--- src/sv/averaged_pi_speed_controller_defines.svh ---
// Assertion macros for the averaged PI speed controller.
// Included by the top level; no other dependencies.
`ifndef AVERAGED_PI_SPEED_CONTROLLER_DEFINES_SVH
`define AVERAGED_PI_SPEED_CONTROLLER_DEFINES_SVH
`ifndef SYNTHESIS
// Same-cycle implication, checked outside reset.
`define APSC_ASSERT(name, clk, rst_n, ante, cons) \
  name: assert property (@(posedge clk) disable iff (!rst_n) (ante) |-> (cons)) \
    else $error("apsc assertion failed");
// Next-cycle implication, checked outside reset.
`define APSC_ASSERT_NEXT(name, clk, rst_n, ante, cons) \
  name: assert property (@(posedge clk) disable iff (!rst_n) (ante) |=> (cons)) \
    else $error("apsc assertion failed");
`else
`define APSC_ASSERT(name, clk, rst_n, ante, cons)
`define APSC_ASSERT_NEXT(name, clk, rst_n, ante, cons)
`endif
`endif

--- src/sv/apsc_pkg.sv ---
// Shared constants for the averaged PI speed controller.
// No dependencies.
package apsc_pkg;

  localparam int unsigned RING_DEPTH = 4;
  localparam int unsigned RING_IDX_W = $clog2(RING_DEPTH);
  localparam int unsigned RING_CNT_W = $clog2(RING_DEPTH + 1);

  localparam int unsigned SAMPLE_W = 16;
  localparam int unsigned SHIFT_W  = 4;
  localparam int unsigned DUTY_W   = 10;
  localparam int unsigned INTEG_W  = 16;

  localparam logic [DUTY_W-1:0]   DUTY_MAX       = 10'd1023;
  localparam logic [SAMPLE_W-1:0] RESTART_SAMPLE = 16'd30000;

  // Configuration register indexes.
  localparam int unsigned CFG_ADDR_W = 2;
  localparam logic [CFG_ADDR_W-1:0] REG_TARGET_SPEED = 2'd0;
  localparam logic [CFG_ADDR_W-1:0] REG_PROP_SHIFT   = 2'd1;
  localparam logic [CFG_ADDR_W-1:0] REG_INTEG_SHIFT  = 2'd2;

  // Item operation codes.
  typedef enum logic {
    OP_PUSH = 1'b0,
    OP_TICK = 1'b1
  } op_e;

endpackage

--- src/sv/averaged_pi_speed_controller.sv ---
// Averaged PI speed controller: one input register stage, one result register.
// Depends on apsc_pkg and averaged_pi_speed_controller_defines.svh.
//
// Items enter on the s_axis side: tuser selects push (0) or control tick (1),
// tdata carries the speed sample for a push. A push stores the sample in a
// four-slot ring and gives no result; a tick sums half of each slot, subtracts
// target_speed, updates the integral (saturating to -32768..1023) and returns
// one duty value (0..1023) on the m_axis side. Every item moves from the input
// register to the state or the result register, and one item is accepted each
// cycle while no tick waits; the integral and ring feed back through their own
// registers, so consecutive ticks run at full rate. A tick waits in the input
// register only while an earlier duty value is held on the result side. Write
// the configuration registers only while the block is idle.
`include "averaged_pi_speed_controller_defines.svh"

module averaged_pi_speed_controller (
  input  logic                              clk_i,
  input  logic                              rst_ni,
  // Configuration write port
  input  logic                              cfg_we_i,
  input  logic [apsc_pkg::CFG_ADDR_W-1:0]   cfg_addr_i,
  input  logic [apsc_pkg::SAMPLE_W-1:0]     cfg_wdata_i,
  // Input stream
  input  logic                              s_axis_tvalid,
  output logic                              s_axis_tready,
  input  logic [15:0]                       s_axis_tdata,   // [15:0] sample
  input  logic                              s_axis_tuser,   // [0] operation
  // Result stream
  output logic                              m_axis_tvalid,
  input  logic                              m_axis_tready,
  output logic [15:0]                       m_axis_tdata    // [9:0] duty, [15:10] zero
);

  localparam int unsigned SumW  = apsc_pkg::SAMPLE_W + 1;  // four halves
  localparam int unsigned ErrW  = SumW + 1;
  localparam int unsigned WideW = ErrW + 1;

  localparam logic signed [WideW-1:0] IntegHi = 19'sd1023;
  localparam logic signed [WideW-1:0] IntegLo = -19'sd32768;
  localparam logic signed [WideW-1:0] DutyHi  = 19'sd1023;

  localparam logic [apsc_pkg::RING_CNT_W-1:0] IdxMax =
    apsc_pkg::RING_CNT_W'(apsc_pkg::RING_DEPTH);
  localparam logic [apsc_pkg::RING_CNT_W-1:0] IdxOne = apsc_pkg::RING_CNT_W'(1);

  // Configuration registers
  logic [apsc_pkg::SAMPLE_W-1:0] target_q;
  logic [apsc_pkg::SHIFT_W-1:0]  prop_shift_q;
  logic [apsc_pkg::SHIFT_W-1:0]  integ_shift_q;

  // Input register
  logic                          in_valid_q;
  apsc_pkg::op_e                 in_op_q;
  logic [apsc_pkg::SAMPLE_W-1:0] in_sample_q;

  // Controller state
  logic [apsc_pkg::SAMPLE_W-1:0]   ring_q [apsc_pkg::RING_DEPTH];
  logic [apsc_pkg::RING_CNT_W-1:0] ring_idx_q;
  logic signed [apsc_pkg::INTEG_W-1:0] integ_q;

  // Result register
  logic                        out_valid_q;
  logic [apsc_pkg::DUTY_W-1:0] duty_q;

  logic out_free;
  logic go;
  logic go_tick;
  logic go_push;

  logic [SumW-1:0]                     sum_half;
  logic signed [ErrW-1:0]              err;
  logic signed [ErrW-1:0]              err_i;
  logic signed [ErrW-1:0]              err_p;
  logic signed [WideW-1:0]             integ_raw;
  logic signed [apsc_pkg::INTEG_W-1:0] integ_d;
  logic signed [WideW-1:0]             duty_raw;
  logic [apsc_pkg::DUTY_W-1:0]         duty_d;

  assign out_free      = !out_valid_q || m_axis_tready;
  // A push needs no result slot, so it proceeds even while a result waits.
  assign go            = in_valid_q && ((in_op_q == apsc_pkg::OP_PUSH) || out_free);
  assign go_tick       = go && (in_op_q == apsc_pkg::OP_TICK);
  assign go_push       = go && (in_op_q == apsc_pkg::OP_PUSH);
  assign s_axis_tready = !in_valid_q || go;

  always_comb begin
    sum_half = '0;
    for (int i = 0; i < apsc_pkg::RING_DEPTH; i++) begin
      sum_half = sum_half + {2'b00, ring_q[i][apsc_pkg::SAMPLE_W-1:1]};
    end
    err   = $signed({1'b0, sum_half}) - $signed({2'b00, target_q});
    err_i = err >>> integ_shift_q;
    err_p = err >>> prop_shift_q;

    integ_raw = {{(WideW-apsc_pkg::INTEG_W){integ_q[apsc_pkg::INTEG_W-1]}}, integ_q}
              + {err_i[ErrW-1], err_i};
    priority if (integ_raw > IntegHi) begin
      integ_d = IntegHi[apsc_pkg::INTEG_W-1:0];
    end else if (integ_raw < IntegLo) begin
      integ_d = IntegLo[apsc_pkg::INTEG_W-1:0];
    end else begin
      integ_d = integ_raw[apsc_pkg::INTEG_W-1:0];
    end

    duty_raw = {err_p[ErrW-1], err_p}
             + {{(WideW-apsc_pkg::INTEG_W){integ_d[apsc_pkg::INTEG_W-1]}}, integ_d};
    priority if (duty_raw > DutyHi) begin
      duty_d = apsc_pkg::DUTY_MAX;
    end else if (duty_raw[WideW-1]) begin
      duty_d = '0;
    end else begin
      duty_d = duty_raw[apsc_pkg::DUTY_W-1:0];
    end
  end

  always_ff @(posedge clk_i or negedge rst_ni) begin
    if (!rst_ni) begin
      target_q      <= '0;
      prop_shift_q  <= '0;
      integ_shift_q <= '0;
    end else if (cfg_we_i) begin
      unique case (cfg_addr_i)
        apsc_pkg::REG_TARGET_SPEED: target_q      <= cfg_wdata_i;
        apsc_pkg::REG_PROP_SHIFT:   prop_shift_q  <= cfg_wdata_i[apsc_pkg::SHIFT_W-1:0];
        apsc_pkg::REG_INTEG_SHIFT:  integ_shift_q <= cfg_wdata_i[apsc_pkg::SHIFT_W-1:0];
        default: ;
      endcase
    end
  end

  always_ff @(posedge clk_i or negedge rst_ni) begin
    if (!rst_ni) begin
      in_valid_q <= 1'b0;
    end else if (s_axis_tready) begin
      in_valid_q <= s_axis_tvalid;
    end
  end

  always_ff @(posedge clk_i) begin
    if (s_axis_tready && s_axis_tvalid) begin
      in_op_q     <= apsc_pkg::op_e'(s_axis_tuser);
      in_sample_q <= s_axis_tdata;
    end
  end

  always_ff @(posedge clk_i or negedge rst_ni) begin
    if (!rst_ni) begin
      for (int i = 0; i < apsc_pkg::RING_DEPTH; i++) begin
        ring_q[i] <= '0;
      end
      ring_idx_q <= '0;
      integ_q    <= '0;
    end else if (go_push) begin
      if (ring_idx_q < IdxMax) begin
        ring_q[ring_idx_q[apsc_pkg::RING_IDX_W-1:0]] <= in_sample_q;
        ring_idx_q <= ring_idx_q + IdxOne;
      end else begin
        // Wrap: restart at slot 0.
        ring_q[0]  <= in_sample_q;
        ring_idx_q <= IdxOne;
      end
    end else if (go_tick) begin
      integ_q <= integ_d;
      // Empty slot 0 gets a restart value after this tick's error is formed.
      if (ring_q[0] == '0) begin
        ring_q[0] <= apsc_pkg::RESTART_SAMPLE;
      end
    end
  end

  always_ff @(posedge clk_i or negedge rst_ni) begin
    if (!rst_ni) begin
      out_valid_q <= 1'b0;
    end else if (out_free) begin
      out_valid_q <= go_tick;
    end
  end

  always_ff @(posedge clk_i) begin
    if (go_tick) begin
      duty_q <= duty_d;
    end
  end

  assign m_axis_tvalid = out_valid_q;
  assign m_axis_tdata  = {{(16-apsc_pkg::DUTY_W){1'b0}}, duty_q};

  `APSC_ASSERT(a_idx_range, clk_i, rst_ni, 1'b1, ring_idx_q <= IdxMax)
  `APSC_ASSERT(a_integ_cap, clk_i, rst_ni, 1'b1, integ_q <= $signed(16'sd1023))
  `APSC_ASSERT_NEXT(a_tick_result, clk_i, rst_ni, go_tick, out_valid_q)
  `APSC_ASSERT_NEXT(a_slot0_live, clk_i, rst_ni, go_tick, ring_q[0] != '0)

endmodule

--- config.mk ---
export PLATFORM = sky130hd
export DESIGN_NAME = averaged_pi_speed_controller
export DESIGN_NICKNAME = d
export VERILOG_FILES = /design/src/sv/apsc_pkg.sv /design/src/sv/averaged_pi_speed_controller.sv
export VERILOG_INCLUDE_DIRS = /design/src /design/src/sv
export SDC_FILE = /design/constraint.sdc
export NUM_CORES = 1
export LEC_CHECK = 0
export BUFFER_PORTS_ARGS = -buffer_cell sky130_fd_sc_hd__buf_2
export CORE_ASPECT_RATIO = 1.2
export CORE_MARGIN = 2
export CORE_UTILIZATION = 50
export DETAILED_ROUTE_END_ITERATION = 6
export PLACE_DENSITY = 0.76
export SYNTH_ARGS = -nofsm -noshare
export SYNTH_HDL_FRONTEND = slang
export SYNTH_SLANG_ARGS = --single-unit
--- constraint.sdc ---
create_clock -name clk_i -period 23.1 [get_ports clk_i]
set_clock_uncertainty 0.2 [all_clocks]
set_input_delay 2.31 -clock clk_i [delete_from_list [all_inputs] [get_ports clk_i]]
set_output_delay 2.31 -clock clk_i [all_outputs]
set_load 0.02 [all_outputs]
Word level (Yosys, flattened, before mapping)
Cells that the tools add are included.

storage, ports and cells
  register bits after elaboration = 136
  bits in latches = 0
  RAM bits = 0
  bits in read-only memories = 0
  output and inout port bits = 18
  memories = 0

operators by class
  add/sub/neg operators = 7
  $mul = 0
  divide/modulo/power cells = 0
  magnitude comparators = 6
  equality and inequality tests = 2
  shift-type cells = 2
  muxes and demuxes = 11
  bitwise operators = 3
  reduce and logical (&&, ||, !) cells = 20

operator list
  cell                                                                            count
  16-bit two-way mux                                                              7
  64-bit bitwise mux                                                              1
  19-bit by 11-bit > comparator with 1-bit output, second input constant          2
  18-bit by 4-bit >>> shifter with 18-bit output                                  2
  16-bit demux with 2-bit select                                                  1
  16-bit by 18-bit adder with 19-bit output                                       1
  18-bit by 16-bit adder with 19-bit output                                       1
  19-bit by 16-bit less-than comparator with 1-bit output, second input constant  1
  17-bit by 16-bit subtractor with 18-bit output                                  1
  16-bit by 15-bit adder with 17-bit output                                       1
  17-bit by 15-bit adder with 17-bit output                                       1
  15-bit by 15-bit adder with 16-bit output                                       1
  16-bit logical NOT                                                              1
  2-bit AND reduction                                                             6
  10-bit two-way mux                                                              1
  1-bit logical AND                                                               5
  2-bit nonzero test                                                              2
  3-bit by 1-bit adder with 3-bit output, second input constant                   1
  3-bit >= comparator, second input constant                                      1
  1-bit logical OR                                                                3
  3-bit by 1-bit less-than comparator with 1-bit output, second input constant    1
  3-bit less-than comparator, second input constant                               1
  3-bit two-way mux                                                               1
  2-bit NOT with 3-bit output                                                     1
  other kinds (5)                                                                 7

Depth between registers and ports, before layout
  word-level depth = 11
  gate-level depth with buffers = 44
  depth with buffers taken out = 43

Worst setup path before layout
OpenSTA, ideal clock, no wires.

  path kind = register to register
  from = register ring_q[2] in the netlist's numbering
  to = register duty_q[0] in the netlist's numbering (data pin)
  setup time = 293 ps
  data arrival time = 9361 ps
  required time = 22607 ps
  slack = 13246 ps
  stages on the path, launching flop included = 42
  clock period less this slack = 9854 ps
  cell sequence = dfrtp_1 -> fa_1 -> fa_1 -> inv_1 -> fa_1 -> inv_1 -> ha_1 -> inv_1 -> fa_1 -> nor2b_4 -> o31a_1 -> o31ai_4 -> a211oi_1 -> a211o_1 -> xnor2_4 -> inv_2 -> nand2_1 -> a211oi_1 -> [... 6 more ...] -> nor3b_1 -> o41a_1 -> inv_1 -> a41oi_1 -> buf_2 -> nor2_1 -> nor2_1 -> ha_1 -> fa_1 -> a211oi_1 -> o21ai_0 -> a21oi_1 -> o21bai_1 -> a221o_1 -> xor2_1 -> or3_1 -> nor4_2 -> a21oi_1

on the way
  cells in the longest elaborated chain, start to end = 9
  elaborated cells on any way between the ends = 12
  classes of those cells = add/sub: 4; order compare: 3; shift: 2; mux: 3

ends and longest elaborated chain
  element                                                                                line                                                                      source
  from (decl)                                                                            averaged_pi_speed_controller.sv:57                                        logic [apsc_pkg::SAMPLE_W-1:0] ring_q [apsc_pkg::RING_DEPTH];
  from (signal, indexed assignment)                                                      averaged_pi_speed_controller.sv:155                                       ring_q[ring_idx_q[apsc_pkg::RING_IDX_W-1:0]] <= in_sample_q;
  17-bit by 15-bit adder with 17-bit output *                                            averaged_pi_speed_controller.sv:89                                        sum_half = sum_half + {2'b00, ring_q[i][apsc_pkg::SAMPLE_W-1:1]};
  17-bit by 16-bit subtractor with 18-bit output *                                       averaged_pi_speed_controller.sv:91                                        err = $signed({1'b0, sum_half}) - $signed({2'b00, target_q});
  18-bit by 4-bit >>> shifter with 18-bit output *                                       averaged_pi_speed_controller.sv:92                                        err_i = err >>> integ_shift_q;
  16-bit by 18-bit adder with 19-bit output *                                            averaged_pi_speed_controller.sv:96                                        + {err_i[ErrW-1], err_i};
  19-bit by 16-bit less-than comparator with 1-bit output                                averaged_pi_speed_controller.sv:99                                        end else if (integ_raw < IntegLo) begin
  16-bit two-way mux                                                                     averaged_pi_speed_controller.sv:99
  16-bit two-way mux *                                                                   averaged_pi_speed_controller.sv:97                                        priority if (integ_raw > IntegHi) begin
  named net integ_d (one bit)                                                            averaged_pi_speed_controller.sv:75                                        logic signed [apsc_pkg::INTEG_W-1:0] integ_d;
  18-bit by 16-bit adder with 19-bit output *                                            averaged_pi_speed_controller.sv:106                                       + {{(WideW-apsc_pkg::INTEG_W){integ_d[apsc_pkg::INTEG_W-1]}}, integ_d};
  19-bit by 11-bit > comparator with 1-bit output or 10-bit two-way mux (tied branches)  averaged_pi_speed_controller.sv:107, averaged_pi_speed_controller.sv:109
  to (signal assigned)                                                                   averaged_pi_speed_controller.sv:181                                       duty_q <= duty_d;
  to (decl)                                                                              averaged_pi_speed_controller.sv:63                                        logic [apsc_pkg::DUTY_W-1:0] duty_q;

The timed path passes the listed nets; every way through them passes the cells marked *.
A chain may end at the register's enable or synchronous reset.

Final worst setup path
Ends and elaborated chain as after synthesis.

==> results <==
- The flow ran to the end, and the final reports show no timing, DRC or antenna violations.
- The remaining antenna violation count is 0.
- Of the post-synthesis cell area, the part taken by muxes is 9.72%.
- The number of distinct library cells after synthesis is 77.
- Clock latency on the worst-skew pair, taken at its later pin, is 0.43 ns.
- The first-pass GRT wire length is 41.8 mm.
- The post-synthesis share of cell area spent on xor and xnor gates is 3.72%.
- In the layout the commonest cells are inv_1 (113), dfrtp_1 (106), a21oi_1 (88).
- By startpoint and endpoint, the worst setup path is classified as flop to flop.
- The flip-flop and latch count after synthesis is 133.
- The arrival time of the worst setup path is 11.35 ns.
- The total DRC errors in the routed layout is 0.
- The die is 137 µm wide.
- Setup violations remaining at the end of the flow were counted as 0.
- Using the TritonRoute via totals, the vias-per-cell ratio works out to 5.79.
- The type of destination of the critical path is a flop.
- The initial core utilization is 50.9%.
- Of all nets on the critical path, the largest fanout is 16.
- STA classifies the critical path startpoint as a flop.
- The leading cell type in the layout, fill and taps excluded is inv_1.
- The final number of max-transition violations is 0.
- The total setup buffers inserted after CTS is 0.
- The total congestion overflow after global routing is 0.
- The most common flop cell mapped by yosys is dfrtp_1.
- The worst path in the final design needs a cycle of 11.43 ns, including I/O delays and setup.
- After Yosys synthesis, full adders, half adders and majority gates account for 16.1% of the synthesized area.
- The max-cap violation count is 0.
- From synthesis to final layout, the design area changed by 9.57%.
- The clock transition time at the flip-flop clock pins of the worst setup and hold paths is 0.07 ns.
- In this run the worst hold path is classified as flop to flop.
- After synthesis, the largest family of logic cells by area is compound AO/OA/AOI/OAI gates.
- The sequential element share of the synthesized area is 32.6%.
- CTS placed an instance of clkbuf_16 at the clock tree root.
- After synthesis, the share of flip-flops with an asynchronous set or reset is 79.7%.
- The number of antenna violations at the first check in global routing is 0.
- In the final layout, the share of cells above drive strength 1 is 14.2%.
- Setup repair after global routing left no endpoint under its margin.
- The cell with the biggest individual delay on the critical path is a41oi_1.
- 58 I/O pins were placed.
- The required time of the critical path is 23.02 ns.
- Dividing the detail-routed wire length by the instance count gives 17.2 µm.
- TritonCTS built the clock tree.
- The H-tree was split into 4 levels.
- In the finished design, the share of the clock period the worst path needs comes to 49.5%.
- The synthesized design contains 27 enable-type register cells.
- The number of antenna cells inserted is 0.
- The area fraction in compound gates after synthesis is 19.2%.
- In the global route stage, overall resource usage came out at 23.7%.
- The worst pin sits at a relative slew slack of 31.2%.
- For this run, the top clock speed supported by timing is 0.0875 GHz.
- The number of nets at the end of the flow is 1315.
- The number of failing hold endpoints at the final stage came to 0.
- The cell count after synthesis is 1144.
- The average cell area after synthesis is 9.30 µm².
- In this run the vertical extent of the chip is 164 µm.
- The total half-perimeter wirelength after legalization and detailed placement is 18.8 mm.
- For this run, the number of Yosys warnings is 0.
- The combined area of all synthesized cells is 0.0106 mm².
- The number of buffers between clock root and the deepest sink is 2.
- For the pin with the worst max-slew slack, the measured transition is 1.02 ns.
- Counting the buffers created by CTS gives 17.
- The via count is 8396.
- The via count of the first global-routing pass came to 8655.
- The clock sink count is 133.
- The pin count of the biggest net entering global routing is 79.
- The region available for standard cell placement spans 0.0209 mm².
- The starting DRC count in detailed routing is 394.
- The simple-gate share of the synthesized area is 12.2%.
- The row count is 58.
- The maximum cell stage delay along the critical path is 0.68 ns.
- In the final timing run, aggregate negative setup slack is 0 ns.
- The first-pass iteration count of the detailed router is 4.
- Fill cells in the final layout number 1855.
- The die footprint is 0.0225 mm².
- After clock tree synthesis, the repair step resized 0 gates.
- The count of port buffers added during placement is 51.
- The number of hold buffers added after CTS was 0.
- After detailed routing, the total wire length is 24.9 mm.
- The placer's final routability congestion estimate is 0.927.
-- kinds of logic after synthesis --
logic type,count (synthesis)
buffers and inverters,175
multiplexers,88
AO/OA/AOI/OAI,319
AND/OR/NAND/NOR,276
XOR/XNOR,43
flip-flops,133
adder cells (fa/ha/maj),109
other,1
-- critical path: cells and delay by family, from the launching register on --
family	cells	cell delay, ns
simple gates	8	2.17
flops	1	0.40
fa+ha+maj	8	2.96
compound gates	16	4.53
buf+inv	4	0.39
xor+xnor	2	0.48
-- per-stage QoR --
step	utilization (%)	hold WS (ns)	worst slack, ns	area, µm²	instances
after global placement	52.9	0.258	11.94	11100	1417
after floorplan	-	0.249	13.25	10700	1149
after detailed placement	52.9	0.269	11.74	11100	1417
after global routing	55.7	0.308	10.82	11700	1449
after CTS	55.7	0.284	11.67	11700	1449
final	55.7	0.282	11.67	11700	1449
-- Yosys cell counts, types with 13 or more instances --
cell type / count / area share, %
xnor2_1: 22 / 1.8
ha_1: 62 / 7.3
mux2i_1: 20 / 1.9
a21oi_1: 88 / 4.1
o21a_1: 13 / 0.92
inv_1: 113 / 4.0
nand2b_1: 15 / 0.88
nor3_1: 23 / 1.1
dfrtp_1: 106 / 25
nand2_1: 85 / 3.0
o21ai_0: 68 / 3.2
mux2_2: 61 / 6.5
a21o_1: 14 / 0.99
o211ai_1: 21 / 1.5
clkbuf_1: 46 / 1.6
fa_1: 47 / 8.8
xor2_1: 20 / 1.6
o21ai_1: 13 / 0.61
edfxtp_1: 27 / 7.6
a211oi_1: 23 / 1.6
nor2_1: 85 / 3.0
-- routing by layer --
metal / up-vias / wire, µm / GRT usage (%)
li1: 4078 / - / -
met1: 4066 / 10300 / 28.7
met2: 190 / 13000 / 41.6
met3: 62 / 792 / 3.12
met4: 0 / 857 / 10.8
met5: - / 0 / 0
-- flip-flops by register name (all words and copies together) (netlist names) --
| name | cells |
|---|---|
| ring_idx_q | 3 |
| target_q | 16 |
| integ_q | 16 |
| m_axis_tvalid | 1 |
| in_valid_q | 1 |
| prop_shift_q | 4 |
| in_op_q | 1 |
| duty_q | 10 |
| ring_q | 61 |
| in_sample_q | 16 |
| integ_shift_q | 4 |
-- path summary, 6_finish.rpt --
path | startpoint | end | slack [ns] | cells past startpoint
worst max-delay path | ring_q[2] | duty_q[0] | 11.67 | 38
worst min-delay path | in_sample_q[0] | ring_q[48] | 0.28 | 1
worst max register to register | ring_q[2] | duty_q[0] | 11.67 | 38
worst min register to register | in_sample_q[0] | ring_q[48] | 0.28 | 1
max in group asynchronous | rst_ni | prop_shift_q[3] | 19.72 | 2
min in group asynchronous | rst_ni | integ_q[10] | 1.62 | 1
-- final cells by class --
cell class	count	area (µm²)	share of cell area, %
Clock buffer	19	464	3.98
Clock inverter	13	129	1.11
Inverter	116	435	3.74
Multi-Input combinational cell	841	6520	55.9
Sequential cell	133	3460	29.7
Tap cell	270	338	2.90
Timing Repair Buffer	57	303	2.60
Power is left out: the tool's default activity adds up to more than one toggle a clock period on the data nets, which glitch-free logic cannot reach.
